`src/hw/rtl/sawt_pkg.sv`:
```
// Shared constants, status codes and control structs of the ack window tracker
package sawt_pkg;

    localparam int WINDOW   = 5;
    localparam int DEPTH    = 5;
    localparam int SLOT_W   = (DEPTH > 1) ? $clog2(DEPTH) : 1;
    localparam int TYPE_W   = 8;
    localparam int IDX_W    = 31;
    localparam int CUM_W    = 32;
    localparam int STATUS_W = 3;
    localparam int IN_TDATA_W  = 32;
    localparam int OUT_TDATA_W = 64;

    localparam logic [TYPE_W-1:0] ACK_CODE  = 8'd2;
    localparam logic [IDX_W-1:0]  IDX_MAX   = {IDX_W{1'b1}};
    localparam logic [IDX_W-1:0]  TOTAL_RST = 31'd1;

    typedef enum logic [STATUS_W-1:0] {
        ST_ADVANCED = 3'd0,
        ST_BUFFERED = 3'd1,
        ST_IGNORED  = 3'd2,
        ST_INVALID  = 3'd3,
        ST_DROPPED  = 3'd4
    } t_status;

    // Controller to datapath
    typedef struct packed {
        logic capture;  // latch the incoming transaction
        logic eval;     // classify the latched ack and apply it
        logic drain;    // one drain step over the pending slots
    } t_cmd;

    // Datapath to controller
    typedef struct packed {
        logic advance;  // latched ack is the next expected index
        logic hit;      // a pending slot holds the next expected index
    } t_stat;

endpackage

```
`src/hw/rtl/sawt_ctrl.sv`:
```
// Controller state machine: input capture, evaluation, drain loop, result handoff
module sawt_ctrl (
    input  logic           i_clk,
    input  logic           i_rst_n,
    input  logic           i_in_valid,
    output logic           o_in_ready,
    input  logic           i_out_ready,
    output logic           o_out_valid,
    input  sawt_pkg::t_stat i_stat,
    output sawt_pkg::t_cmd  o_cmd
);

    typedef enum logic [1:0] {
        S_IDLE,
        S_EVAL,
        S_DRAIN
    } t_state;

    t_state r_state, n_state;
    logic   r_in_ready, n_in_ready;
    logic   r_out_valid, n_out_valid;
    logic   w_out_free;
    logic   w_load;

    assign w_out_free = !r_out_valid || i_out_ready;

    always_comb begin
        o_cmd.capture = (r_state == S_IDLE) && r_in_ready && i_in_valid;
        o_cmd.eval    = (r_state == S_EVAL) && w_out_free;
        o_cmd.drain   = (r_state == S_DRAIN);
    end

    always_comb begin
        n_state    = r_state;
        n_in_ready = r_in_ready;
        w_load     = 1'b0;
        unique case (r_state)
            S_IDLE: begin
                if (r_in_ready && i_in_valid) begin
                    n_state    = S_EVAL;
                    n_in_ready = 1'b0;
                end
            end
            S_EVAL: begin
                // hold until the result register can take a new value
                if (w_out_free) begin
                    if (i_stat.advance) begin
                        n_state = S_DRAIN;
                    end else begin
                        n_state    = S_IDLE;
                        n_in_ready = 1'b1;
                        w_load     = 1'b1;
                    end
                end
            end
            S_DRAIN: begin
                if (!i_stat.hit) begin
                    n_state    = S_IDLE;
                    n_in_ready = 1'b1;
                    w_load     = 1'b1;
                end
            end
            default: begin
                n_state    = S_IDLE;
                n_in_ready = 1'b1;
            end
        endcase
        n_out_valid = w_load ? 1'b1 : (r_out_valid && !i_out_ready);
    end

    always_ff @(posedge i_clk) begin
        if (!i_rst_n) begin
            r_state     <= S_IDLE;
            r_in_ready  <= 1'b1;
            r_out_valid <= 1'b0;
        end else begin
            r_state     <= n_state;
            r_in_ready  <= n_in_ready;
            r_out_valid <= n_out_valid;
        end
    end

    assign o_in_ready  = r_in_ready;
    assign o_out_valid = r_out_valid;

endmodule

```
`src/hw/rtl/sawt_dp.sv`:
```
// Datapath: cumulative ack, pending slots, transfer length and result register
module sawt_dp (
    input  logic                               i_clk,
    input  logic                               i_rst_n,
    input  sawt_pkg::t_cmd                     i_cmd,
    output sawt_pkg::t_stat                    o_stat,
    input  logic [sawt_pkg::TYPE_W-1:0]        i_in_type,
    input  logic [sawt_pkg::IDX_W-1:0]         i_in_idx,
    input  logic                               i_cfg_we,
    input  logic [sawt_pkg::IDX_W-1:0]         i_cfg_data,
    output logic [sawt_pkg::STATUS_W-1:0]      o_status,
    output logic [sawt_pkg::CUM_W-1:0]         o_last_acked,
    output logic [sawt_pkg::IDX_W-1:0]         o_send_limit,
    output logic                               o_done
);

    localparam int D = sawt_pkg::DEPTH;

    logic signed [sawt_pkg::CUM_W-1:0] r_cum, n_cum;
    logic [sawt_pkg::IDX_W-1:0]        r_total;
    logic [sawt_pkg::IDX_W-1:0]        r_slot [D];
    logic [D-1:0]                      r_vld, n_vld;
    logic [sawt_pkg::TYPE_W-1:0]       r_type;
    logic [sawt_pkg::IDX_W-1:0]        r_idx;

    logic [sawt_pkg::STATUS_W-1:0]     r_out_status;
    logic [sawt_pkg::CUM_W-1:0]        r_out_last;
    logic [sawt_pkg::IDX_W-1:0]        r_out_limit;
    logic                              r_out_done;

    logic [sawt_pkg::CUM_W-1:0]        w_cum_inc;
    logic signed [sawt_pkg::CUM_W:0]   w_cum33;
    logic signed [sawt_pkg::CUM_W:0]   w_cum_win;
    logic signed [sawt_pkg::CUM_W:0]   w_idx33;
    logic signed [sawt_pkg::CUM_W:0]   w_total_m1;
    logic                              w_done;
    logic                              w_is_ack;
    logic                              w_advance;
    logic                              w_in_win;
    logic [D-1:0]                      w_match;
    logic [D-1:0]                      w_stale;
    logic                              w_free_any;
    logic [sawt_pkg::SLOT_W-1:0]       w_free_sel;
    sawt_pkg::t_status                 w_status;
    logic [sawt_pkg::IDX_W-1:0]        w_limit;
    logic                              w_load;

    assign w_cum_inc  = r_cum + 32'd1;
    assign w_cum33    = {r_cum[sawt_pkg::CUM_W-1], r_cum};
    assign w_cum_win  = w_cum33 + 33'(sawt_pkg::WINDOW);
    assign w_idx33    = {2'b00, r_idx};
    assign w_total_m1 = $signed({2'b00, r_total}) - 33'sd1;
    assign w_done     = w_cum33 >= w_total_m1;
    assign w_is_ack   = (r_type == sawt_pkg::ACK_CODE);
    assign w_advance  = w_is_ack && !w_done && ({1'b0, r_idx} == w_cum_inc);
    assign w_in_win   = (w_idx33 > w_cum33) && (w_idx33 <= w_cum_win);

    // per-slot compares against the next expected index and the acked range
    always_comb begin
        for (int k = 0; k < D; k++) begin
            w_match[k] = r_vld[k] && ({1'b0, r_slot[k]} == w_cum_inc);
            w_stale[k] = r_vld[k] && ($signed({1'b0, r_slot[k]}) <= r_cum);
        end
    end

    // lowest free slot
    always_comb begin
        w_free_any = 1'b0;
        w_free_sel = '0;
        for (int k = D - 1; k >= 0; k--) begin
            if (!r_vld[k]) begin
                w_free_any = 1'b1;
                w_free_sel = sawt_pkg::SLOT_W'(k);
            end
        end
    end

    always_comb begin
        if (!w_is_ack) begin
            w_status = sawt_pkg::ST_INVALID;
        end else if (w_done) begin
            w_status = sawt_pkg::ST_IGNORED;
        end else if (w_advance) begin
            w_status = sawt_pkg::ST_ADVANCED;
        end else if (w_in_win) begin
            w_status = w_free_any ? sawt_pkg::ST_BUFFERED : sawt_pkg::ST_DROPPED;
        end else begin
            w_status = sawt_pkg::ST_IGNORED;
        end
    end

    // saturate the send limit at the top of the index range
    always_comb begin
        if (w_cum_win > $signed({2'b00, sawt_pkg::IDX_MAX})) begin
            w_limit = sawt_pkg::IDX_MAX;
        end else begin
            w_limit = w_cum_win[sawt_pkg::IDX_W-1:0];
        end
    end

    always_comb begin
        n_cum  = r_cum;
        n_vld  = r_vld;
        w_load = 1'b0;
        if (i_cmd.eval) begin
            if (w_advance) begin
                n_cum = w_cum_inc;
            end else begin
                w_load = 1'b1;
                if (w_status == sawt_pkg::ST_BUFFERED) begin
                    n_vld[w_free_sel] = 1'b1;
                end
            end
        end else if (i_cmd.drain) begin
            if (|w_match) begin
                n_cum = w_cum_inc;
                n_vld = r_vld & ~w_match;
            end else begin
                // drop every slot now covered by the cumulative ack
                n_vld  = r_vld & ~w_stale;
                w_load = 1'b1;
            end
        end
    end

    always_ff @(posedge i_clk) begin
        if (!i_rst_n) begin
            r_cum   <= '1;
            r_vld   <= '0;
            r_total <= sawt_pkg::TOTAL_RST;
        end else begin
            r_cum <= n_cum;
            r_vld <= n_vld;
            if (i_cfg_we) begin
                r_total <= i_cfg_data;
            end
        end
    end

    always_ff @(posedge i_clk) begin
        if (i_cmd.capture) begin
            r_type <= i_in_type;
            r_idx  <= i_in_idx;
        end
        if (i_cmd.eval && !w_advance && (w_status == sawt_pkg::ST_BUFFERED)) begin
            r_slot[w_free_sel] <= r_idx;
        end
        if (w_load) begin
            r_out_status <= i_cmd.drain ? sawt_pkg::ST_ADVANCED : w_status;
            r_out_last   <= r_cum;
            r_out_limit  <= w_limit;
            r_out_done   <= w_done;
        end
    end

    assign o_stat.advance = w_advance;
    assign o_stat.hit     = |w_match;
    assign o_status       = r_out_status;
    assign o_last_acked   = r_out_last;
    assign o_send_limit   = r_out_limit;
    assign o_done         = r_out_done;

endmodule

```
`src/hw/rtl/selective_ack_window_tracker.sv`:
```
// Top level of the selective-repeat sender ack window tracker
//
//  channel   dir  handshake                          payload
//  s_axis    in   i_s_axis_tvalid / o_s_axis_tready  tuser msg_type, tdata ack_index
//  m_axis    out  o_m_axis_tvalid / i_m_axis_tready  tuser status, tdata results
//  cfg       in   i_cfg_valid / o_cfg_ready          total_packets
//
// An ack that does not advance is captured, then evaluated; an advancing ack is
// captured, evaluated, then drains the n distinct buffered indices (0..4, a parked
// ack always sits at least two past the cumulative index) and loads the result on
// a drain step without a match; the drain loop retires one index per cycle
// against a single compare bank. Reset is synchronous and active low; no clearing
// pass follows it. A new transaction is taken while the previous result waits in
// the output register; evaluation stalls until that register is free.
module selective_ack_window_tracker (
    input  logic        i_clk,
    input  logic        i_rst_n,
    input  logic        i_s_axis_tvalid,
    output logic        o_s_axis_tready,
    input  logic [31:0] i_s_axis_tdata,   // [30:0] ack_index, [31] zero pad
    input  logic [7:0]  i_s_axis_tuser,   // [7:0] msg_type
    output logic        o_m_axis_tvalid,
    input  logic        i_m_axis_tready,
    output logic [63:0] o_m_axis_tdata,   // [31:0] last_acked, [62:32] send_limit,
                                          // [63] done_res
    output logic [2:0]  o_m_axis_tuser,   // [2:0] status
    input  logic        i_cfg_valid,
    output logic        o_cfg_ready,
    input  logic [30:0] i_cfg_data        // [30:0] total_packets
);

    sawt_pkg::t_cmd  w_cmd;
    sawt_pkg::t_stat w_stat;
    logic [sawt_pkg::CUM_W-1:0] w_last;
    logic [sawt_pkg::IDX_W-1:0] w_limit;
    logic                       w_done;

    assign o_cfg_ready = 1'b1;

    sawt_ctrl u_ctrl (
        .i_clk       (i_clk),
        .i_rst_n     (i_rst_n),
        .i_in_valid  (i_s_axis_tvalid),
        .o_in_ready  (o_s_axis_tready),
        .i_out_ready (i_m_axis_tready),
        .o_out_valid (o_m_axis_tvalid),
        .i_stat      (w_stat),
        .o_cmd       (w_cmd)
    );

    sawt_dp u_dp (
        .i_clk        (i_clk),
        .i_rst_n      (i_rst_n),
        .i_cmd        (w_cmd),
        .o_stat       (w_stat),
        .i_in_type    (i_s_axis_tuser),
        .i_in_idx     (i_s_axis_tdata[sawt_pkg::IDX_W-1:0]),
        .i_cfg_we     (i_cfg_valid),
        .i_cfg_data   (i_cfg_data),
        .o_status     (o_m_axis_tuser),
        .o_last_acked (w_last),
        .o_send_limit (w_limit),
        .o_done       (w_done)
    );

    assign o_m_axis_tdata = {w_done, w_limit, w_last};

endmodule

```
`config.mk`:
```
export PLATFORM = sky130hd
export DESIGN_NAME = selective_ack_window_tracker
export DESIGN_NICKNAME = d
export VERILOG_FILES = /design/src/hw/rtl/sawt_pkg.sv /design/src/hw/rtl/sawt_ctrl.sv /design/src/hw/rtl/sawt_dp.sv /design/src/hw/rtl/selective_ack_window_tracker.sv
export SDC_FILE = /design/constraint.sdc
export NUM_CORES = 1
export LEC_CHECK = 0
export ABC_CLOCK_PERIOD_IN_PS = 19170
export BUFFER_PORTS_ARGS = -buffer_cell sky130_fd_sc_hd__clkbuf_2
export CELL_PAD_IN_SITES_DETAIL_PLACEMENT = 1
export CELL_PAD_IN_SITES_GLOBAL_PLACEMENT = 1
export CORE_ASPECT_RATIO = 0.9
export CORE_MARGIN = 2
export CORE_UTILIZATION = 25
export CTS_CLUSTER_SIZE = 30
export DETAILED_ROUTE_END_ITERATION = 16
export HOLD_SLACK_MARGIN = 0.03
export PLACE_DENSITY_LB_ADDON = 0.08
export SYNTH_ARGS = -nofsm -noshare
export SYNTH_HDL_FRONTEND = slang
export SYNTH_SLANG_ARGS = --single-unit
export TNS_END_PERCENT = 1
```
`constraint.sdc`:
```
create_clock -name i_clk -period 19.17 [get_ports i_clk]
set_clock_uncertainty 0.15 [all_clocks]
set_input_delay 1.917 -clock i_clk [delete_from_list [all_inputs] [get_ports i_clk]]
set_output_delay 1.917 -clock i_clk [all_outputs]
set_load 0.01 [all_outputs]
```
Yosys cells after proc, flatten, opt, wreduce, memory -nomap -nowiden
Memory sizes are Yosys's and may differ from the RTL's.
Cells that the tools add are included.
{"block": "word_totals", "in_bits": 76, "memories": 1, "word_cells": 128, "mem_bits_rw": 155, "reg_bits": 178}
{"memory": "u_dp.r_slot", "depth": 5, "width": 31, "read_ports": 5, "rd_clocked_by_memory_dff": 0, "wr": 1, "line_no": "sawt_dp.sv:21", "rtl": "logic [sawt_pkg::IDX_W-1:0] r_slot [D];"}
{"block": "classes", "addsub": 3, "magnitude_cmp": 11, "n_reduce_logical": 34, "bitwise_logic": 5, "eq_ne": 17, "n_mux": 45}
{"op": "$eq 31x32->1", "n": 6}
{"op": "$le 32x32->1", "n": 5}
{"op": "$mux 32", "n": 4}
{"op": "$add 32x4->33 const B", "n": 1}
{"op": "$gt 33x32->1 const B", "n": 1}
{"op": "$le 32x33->1", "n": 1}
{"op": "$add 32x1->32 const B", "n": 1}
{"op": "$ge 32x32->1", "n": 1}
{"op": "$gt 32x32->1", "n": 1}
{"op": "$sub 31x1->32 const B", "n": 1}
{"op": "$mux 3", "n": 10}
{"op": "$mux 5", "n": 5}
{"op": "$logic_and 1x1->1", "n": 21}
{"op": "$mux 1", "n": 18}
{"op": "$ne 2x2->1 const B", "n": 6}
{"op": "$and 5x5->5", "n": 2}
{"op": "$not 5->5", "n": 2}
{"op": "$reduce_and 3->1", "n": 3}
{"op": "$eq 8x2->1 const B", "n": 1}
{"op": "$mux 2", "n": 4}
{"op": "$pmux 2 s3", "n": 1}
{"op": "$or 5x5->5", "n": 1}
{"op": "$reduce_or 5->1", "n": 1}
{"op": "$logic_not 1->1", "n": 4}
{"op": "13 further kinds", "n": 14}

Longest topological paths before layout
{"block": "depth", "depth_word": 14, "depth_mapped": 23, "depth_no_buf": 21}

Hierarchy
A second synthesis with hierarchy kept.
{"block": "hier_totals", "cells_unflattened": 2334, "hier_area_um2": 24237.0}
{"mod": "sawt_dp", "cells_each": 2300, "area_each_um2": 23945.5, "instances": 1}
{"mod": "sawt_ctrl", "cells_each": 31, "area_each_um2": 272.8, "instances": 1}
{"mod": "selective_ack_window_tracker", "cells_each": 3, "area_each_um2": 18.8, "instances": 1}

Worst setup path before layout
OpenSTA, ideal clock, no wires.
{"block": "synth_path", "path_type": "flip-flop to flip-flop", "start": "reg u_dp.r_total[6] (netlist name)", "end": "reg u_dp.r_vld[4]", "stages_incl_launch_ff": 20, "arrival_time_ns": 8.448, "slack_ns": 10.501, "setup_ns": 0.071, "period_less_slack_ns": 8.669, "required_ns": 18.949, "cell_sequence": "dfxtp_1 or4_1 nor4_1 nand3_1 nor3_1 nand2b_1 or3_1 or3_1 or3_1 ha_1 nand4_1 nor4_1 inv_1 or2_2 o221ai_1 xor2_1 and3_1 nand3_1 nor4_1 o221a_2"}
{"block": "synth_between", "elab_chain_len": 11, "elab_cells_between_ends": 12, "cone_classes": "add/sub: 1; order compare: 1; eq/ne: 3; mux: 3; reduce/logical: 4"}
{"element": "start, declared", "line_no": "sawt_dp.sv:20", "rtl": "logic [sawt_pkg::IDX_W-1:0] r_total;"}
{"element": "start signal, assigned", "line_no": "sawt_dp.sv:130", "rtl": "r_total <= sawt_pkg::TOTAL_RST;"}
{"element": "start signal, assigned", "line_no": "sawt_dp.sv:135", "rtl": "r_total <= i_cfg_data;"}
{"element": "$sub 31x1->32 (*)", "line_no": "sawt_dp.sv:52", "rtl": "assign w_total_m1 = $signed({2'b00, r_total}) - 33'sd1;"}
{"element": "$ge 32x32->1 (*)", "line_no": "sawt_dp.sv:53", "rtl": "assign w_done = w_cum33 >= w_total_m1;"}
{"element": "$logic_not 1->1", "line_no": "sawt_dp.sv:55", "rtl": "assign w_advance = w_is_ack && !w_done && ({1'b0, r_idx} == w_cum_inc);"}
{"element": "$logic_and 1x1->1 (2 in series)", "line_no": "sawt_dp.sv:55"}
{"element": "$mux 3", "line_no": "sawt_dp.sv:83", "rtl": "end else if (w_advance) begin"}
{"element": "$mux 3", "line_no": "sawt_dp.sv:81", "rtl": "end else if (w_done) begin"}
{"element": "$mux 3", "line_no": "sawt_dp.sv:79", "rtl": "if (!w_is_ack) begin"}
{"element": "$eq 3x1->1", "line_no": "sawt_dp.sv:110", "rtl": "if (w_status == sawt_pkg::ST_BUFFERED) begin"}
{"element": "$ne 2x2->1 (no source line)"}
{"element": "$reduce_and 3->1 (no source line) (*)"}
{"element": "end signal, assigned", "line_no": "sawt_dp.sv:133", "rtl": "r_vld <= n_vld;"}
{"element": "end, declared", "line_no": "sawt_dp.sv:22", "rtl": "logic [D-1:0] r_vld, n_vld;"}
Mark *: on every way between the ends. The rest lies on a longest branch, timed or not.
A chain may end at the register's enable or synchronous reset.

Worst setup path in the final report
{"block": "layout_path", "start": "reg u_dp.r_cum[15] (netlist name)", "end": "mem u_dp.r_slot[2][0] (netlist name) (enable)"}
{"block": "layout_between", "elab_chain_len": 11, "elab_cells_between_ends": 20, "cone_classes": "add/sub: 2; order compare: 3; eq/ne: 2; mux: 6; reduce/logical: 7"}
{"element": "start, declared", "line_no": "sawt_dp.sv:19", "rtl": "logic signed [sawt_pkg::CUM_W-1:0] r_cum, n_cum;"}
{"element": "start signal, assigned", "line_no": "sawt_dp.sv:132", "rtl": "r_cum <= n_cum;"}
{"element": "$add 32x4->33 / $ge 32x32->1 (equally long branches)", "line_no": "sawt_dp.sv:50, sawt_dp.sv:53"}
{"element": "$le 32x33->1 / $logic_not 1->1 (equally long branches)", "line_no": "sawt_dp.sv:56, sawt_dp.sv:55"}
{"element": "$logic_and 1x1->1 (on tied branches)", "line_no": "sawt_dp.sv:56, sawt_dp.sv:55"}
{"element": "$mux 3 / $logic_and 1x1->1 (equally long branches)", "line_no": "sawt_dp.sv:85, sawt_dp.sv:55"}
{"element": "$mux 3", "line_no": "sawt_dp.sv:83"}
{"element": "$mux 3", "line_no": "sawt_dp.sv:81"}
{"element": "$mux 3", "line_no": "sawt_dp.sv:79"}
{"element": "$eq 3x1->1", "line_no": "sawt_dp.sv:145", "rtl": "if (i_cmd.eval && !w_advance && (w_status == sawt_pkg::ST_BUFFERED)) begin"}
{"element": "$logic_and 1x1->1 (*)", "line_no": "sawt_dp.sv:145"}
{"element": "$mux 1 (*)", "line_no": "sawt_dp.sv:145"}
{"element": "$mux 1 (not written as such) (*)", "line_no": "sawt_dp.sv:146", "rtl": "r_slot[w_free_sel] <= r_idx;"}
{"element": "end, declared", "line_no": "sawt_dp.sv:21"}
Marked as above.

==> summary.md <==
| Metric | Value |
|---|---|
| Run status | `finished clean` |
| Area after DPL | `roughly 0.027 mm2` |
| Most instantiated cells after synthesis | `edfxtp_1, ha_1, nand2_1` |
| Largest net degree at the start of global routing | `64` |
| Final Cycle Share | `between 40% and 50%` |
| DRC viols | `0` |
| Most used DFF post-synth | `edfxtp_1` |
| Post-synthesis cell count | `between 2000 and 2500` |
| FP Rows | `roughly 110` |
| Capturing point of the worst reg2reg path | `u_dp.r_slot[2][0]$_DFFE_PP_` |
| Worst min-delay path class | `flip-flop to flip-flop` |
| Slew margin rel. | `between 20% and 30%` |
| Reg-to-reg setup timing slack | `about 11 ns` |
| Critical Path Sink | `u_dp.r_slot[2][0]$_DFFE_PP_` |
| Final wirelength | `~120000 um` |
| Avg WL per Cell | `approximately 32 um` |
| Worst VDD drop | `between 0.05 and 0.06 mV` |
| Post CTS Setup Buffer Count | `0` |
| CP Launch Point | `u_dp.r_cum[15]$_SDFFE_PN1P_` |
| Cell Area, Synth | `between 0.02 and 0.025 mm2` |
| Final nets | `~2900` |
| Initial Util | `between 20% and 30%` |
| Cell area after layout | `0.0289 mm2` |
| Area Overhead vs Synth | `18.0%` |
| WS Path Type | `flip-flop to flip-flop` |
| Max-slew violations | `0` |
| Share of the synthesized area in the top cell type | `about a third` |
| Pwr Density | `about 100 mW/mm2` |
| Register area share after synthesis | `37.9%` |
| CTS sink count | `between 300 and 400` |
| Cts repair resizes | `0` |
| Synth warn | `0` |
| Util after Layout | `between 20 and 30%` |
| Worst flop-to-flop path startpoint | `u_dp.r_cum[15]$_SDFFE_PN1P_` |
| TritonCTS buffer count | `47` |
| Fmax | `approximately 120 MHz` |
| CTS Hold Bufs | `0` |
| CTS root buffer | `clkbuf_16` |
| Critical Path Fanout Max | `31` |
| Initial antenna violation count | `7` |
| I/O pin cnt | `146` |
| Tmin final | `between 8 and 9 ns` |
| Pre-CTS setup slack | `10.55 ns` |
| DR vias | `21400` |
| Crit path launch type | `flip-flop` |
| Synthesis-stage register bit count | `about 330` |
| TNS Setup | `0 ns` |
| Post-synth EDFFs | `about 260` |
| Non-Filler Instances | `between 3000 and 4000` |
| CTS H-tree lvls | `2` |
| Clock-pin slew on the worst setup and hold paths | `roughly 0.060 ns` |
| MaxCap Viol Count | `0` |
| Overflow after GRT | `0` |
| First-iteration detailed-routing DRC count | `around 1600` |
| CTS tree | `done` |
| RSZ-0062 raised after global routing | `no` |
| Required @ worst endpoint | `approximately 19 ns` |
| Lkg Pwr | `between 10 and 15 nW` |
| Post-route ant nets | `0` |
| DR vias/cell | `~5.5` |
| Endpoints failing hold | `0` |
| CTS max path bufs | `3` |
| CP Capture Type | `flip-flop` |
| First-pass GRT wire length | `roughly 170000 um` |
| Post-synth ARST share | `0%` |
| Most common cell in the netlist | `edfxtp_1` |
| Setup violators final | `0` |
| Number of global-route vias before repair | `22200` |
| Post-synth net total | `between 2000 and 3000` |
| Slew @ Worst Pin | `roughly 1.2 ns` |
| Dpl cells | `between 3000 and 4000` |
| Share of cells above drive strength 1 | `15.1%` |
| Worst EP arrival | `roughly 8.5 ns` |
| Chip width | `about 330 um` |
| Die ar. | `about 0.10 mm2` |
| Synthesized area per cell | `10.4 um2` |
| Hpwl dp | `96900 um` |
| Cell variety after synth | `between 90 and 100` |
| Clock Latency Late Sink | `0.62 ns` |
| Register-to-Register Path Depth | `17` |
| Min-delay src | `u_dp.r_cum[16]$_SDFFE_PN1P_` |
| Chip Height | `between 300 and 400 um` |
| Post-route setup slack | `~11 ns` |
| GPL Wtd Cong | `a little under 1` |
| IO Port Bufs | `about 140` |
| Drt pass-1 iters | `5` |
| Synth area leader | `edfxtp_1` |
| GRT Total Usage | `around a quarter` |
| Core footprint | `0.0968 mm2` |
| Synth area leaders | `edfxtp_1, ha_1, dfxtp_1, xnor2_1, xnor3_1` |
-- metal layers --
layer,up-vias,GRT usage [%],routed length (um)
li1,9525,-,-
met5,-,0,0
met1,11000,33.2,56900
met3,163,3.01,5920
met2,672,38.8,55300
met4,0,8.29,4360
-- critical path: stages, from the launching register on --
cell      delay [ns]
dfxtp_1         0.52
buf_4           0.39
and4_1          0.58
nand4_1         0.46
nor3_1          0.44
nand3_1         0.30
xnor2_1         0.27
ha_1            0.34
nand4_1         0.13
nor4_1          0.94
nand3_1         0.52
nor4_1          0.43
buf_4           0.22
a211oi_1        0.09
nor3_1          0.53
nand3_1         0.43
nand3b_1        0.38
nor2_4          0.82
-- area by class of cell --
class                   count  area, um2
diodes                      2       5.00
clock buffers              59       1270
clock inverters            28        262
fillers                 10900      67900
inverters                  65        244
multi-input cells        1851      14600
flip-flops and latches    333       9280
well taps                1265       1580
repair buffers            265       1630
-- report_power, final --
part	leakage [nW]	internal (mW)	switching [mW]
registers	2.88	0.826	0.0207
clock network	0.752	0.535	0.364
logic	8.56	0.361	0.781
-- through the flow --
step	hold WS (ns)	power, mW
after floorplan	0.281	1.48
after global placement	0.322	1.97
after detailed placement	0.321	1.99
after CTS	0.339	2.91
after global routing	0.358	3.00
final	0.335	2.89
-- state kept, by name (all words and copies together) (netlist names) --
name / flops
u_ctrl.r_state: 2
u_ctrl.o_in_ready: 1
u_dp.r_vld: 5
u_dp.o_status: 3
u_dp.r_idx: 31
u_ctrl.o_out_valid: 1
u_dp.r_total: 31
u_dp.r_slot: 155
u_dp.o_send_limit: 31
u_dp.o_last_acked: 32
u_dp.r_type: 8
u_dp.o_done: 1
u_dp.r_cum: 32
-- cell families after synthesis --
kind of cell / Yosys count / synth area share [%]
buffers and inverters: 165 / 2.87
AND/OR/NAND/NOR: 825 / 18.9
multiplexers: 47 / 1.96
AO/OA/AOI/OAI: 478 / 13.8
other: 1 / 0.0153
flip-flops: 333 / 37.9
adder cells (fa/ha/maj): 255 / 13.0
XOR/XNOR: 245 / 11.5
-- placed cells by master, fill, tap and decap left out, drive strengths merged, types with 24 or more instances in the layout --
| cell type | synthesis | routed |
|---|---|---|
| buf | 41 | 122 |
| o211ai | 24 | 24 |
| o21ai | 82 | 82 |
| xnor2 | 149 | 149 |
| xor2 | 49 | 49 |
| or3 | 32 | 32 |
| o21a | 33 | 33 |
| mux2i | 39 | 39 |
| and3 | 28 | 28 |
| nand4 | 102 | 102 |
| nor2b | 28 | 28 |
| inv | 61 | 61 |
| nand3 | 79 | 79 |
| dfxtp | 72 | 72 |
| nand2 | 153 | 153 |
| nor3 | 76 | 76 |
| xnor3 | 47 | 47 |
| a21o | 95 | 95 |
| clkbuf | 59 | 202 |
| ha | 255 | 255 |
| edfxtp | 261 | 261 |
| nor2 | 127 | 127 |
| or4 | 24 | 24 |
| a21oi | 86 | 86 |
| nor4 | 68 | 68 |
| clkinv | 4 | 25 |
-- worst min-delay path by stage --
stage	slack, ns	endpoint	depth (start not counted)
after floorplan	0.28	u_dp.o_last_acked[12]$_DFFE_PP_	0
after global placement	0.32	u_dp.o_last_acked[16]$_DFFE_PP_	0
after CTS	0.34	u_dp.o_last_acked[16]$_DFFE_PP_	0
final	0.33	u_dp.o_last_acked[16]$_DFFE_PP_	0
after global routing	0.36	u_dp.o_last_acked[16]$_DFFE_PP_	0
after detailed placement	0.32	u_dp.o_last_acked[16]$_DFFE_PP_	0
Power figures use the tool's default switching activity.
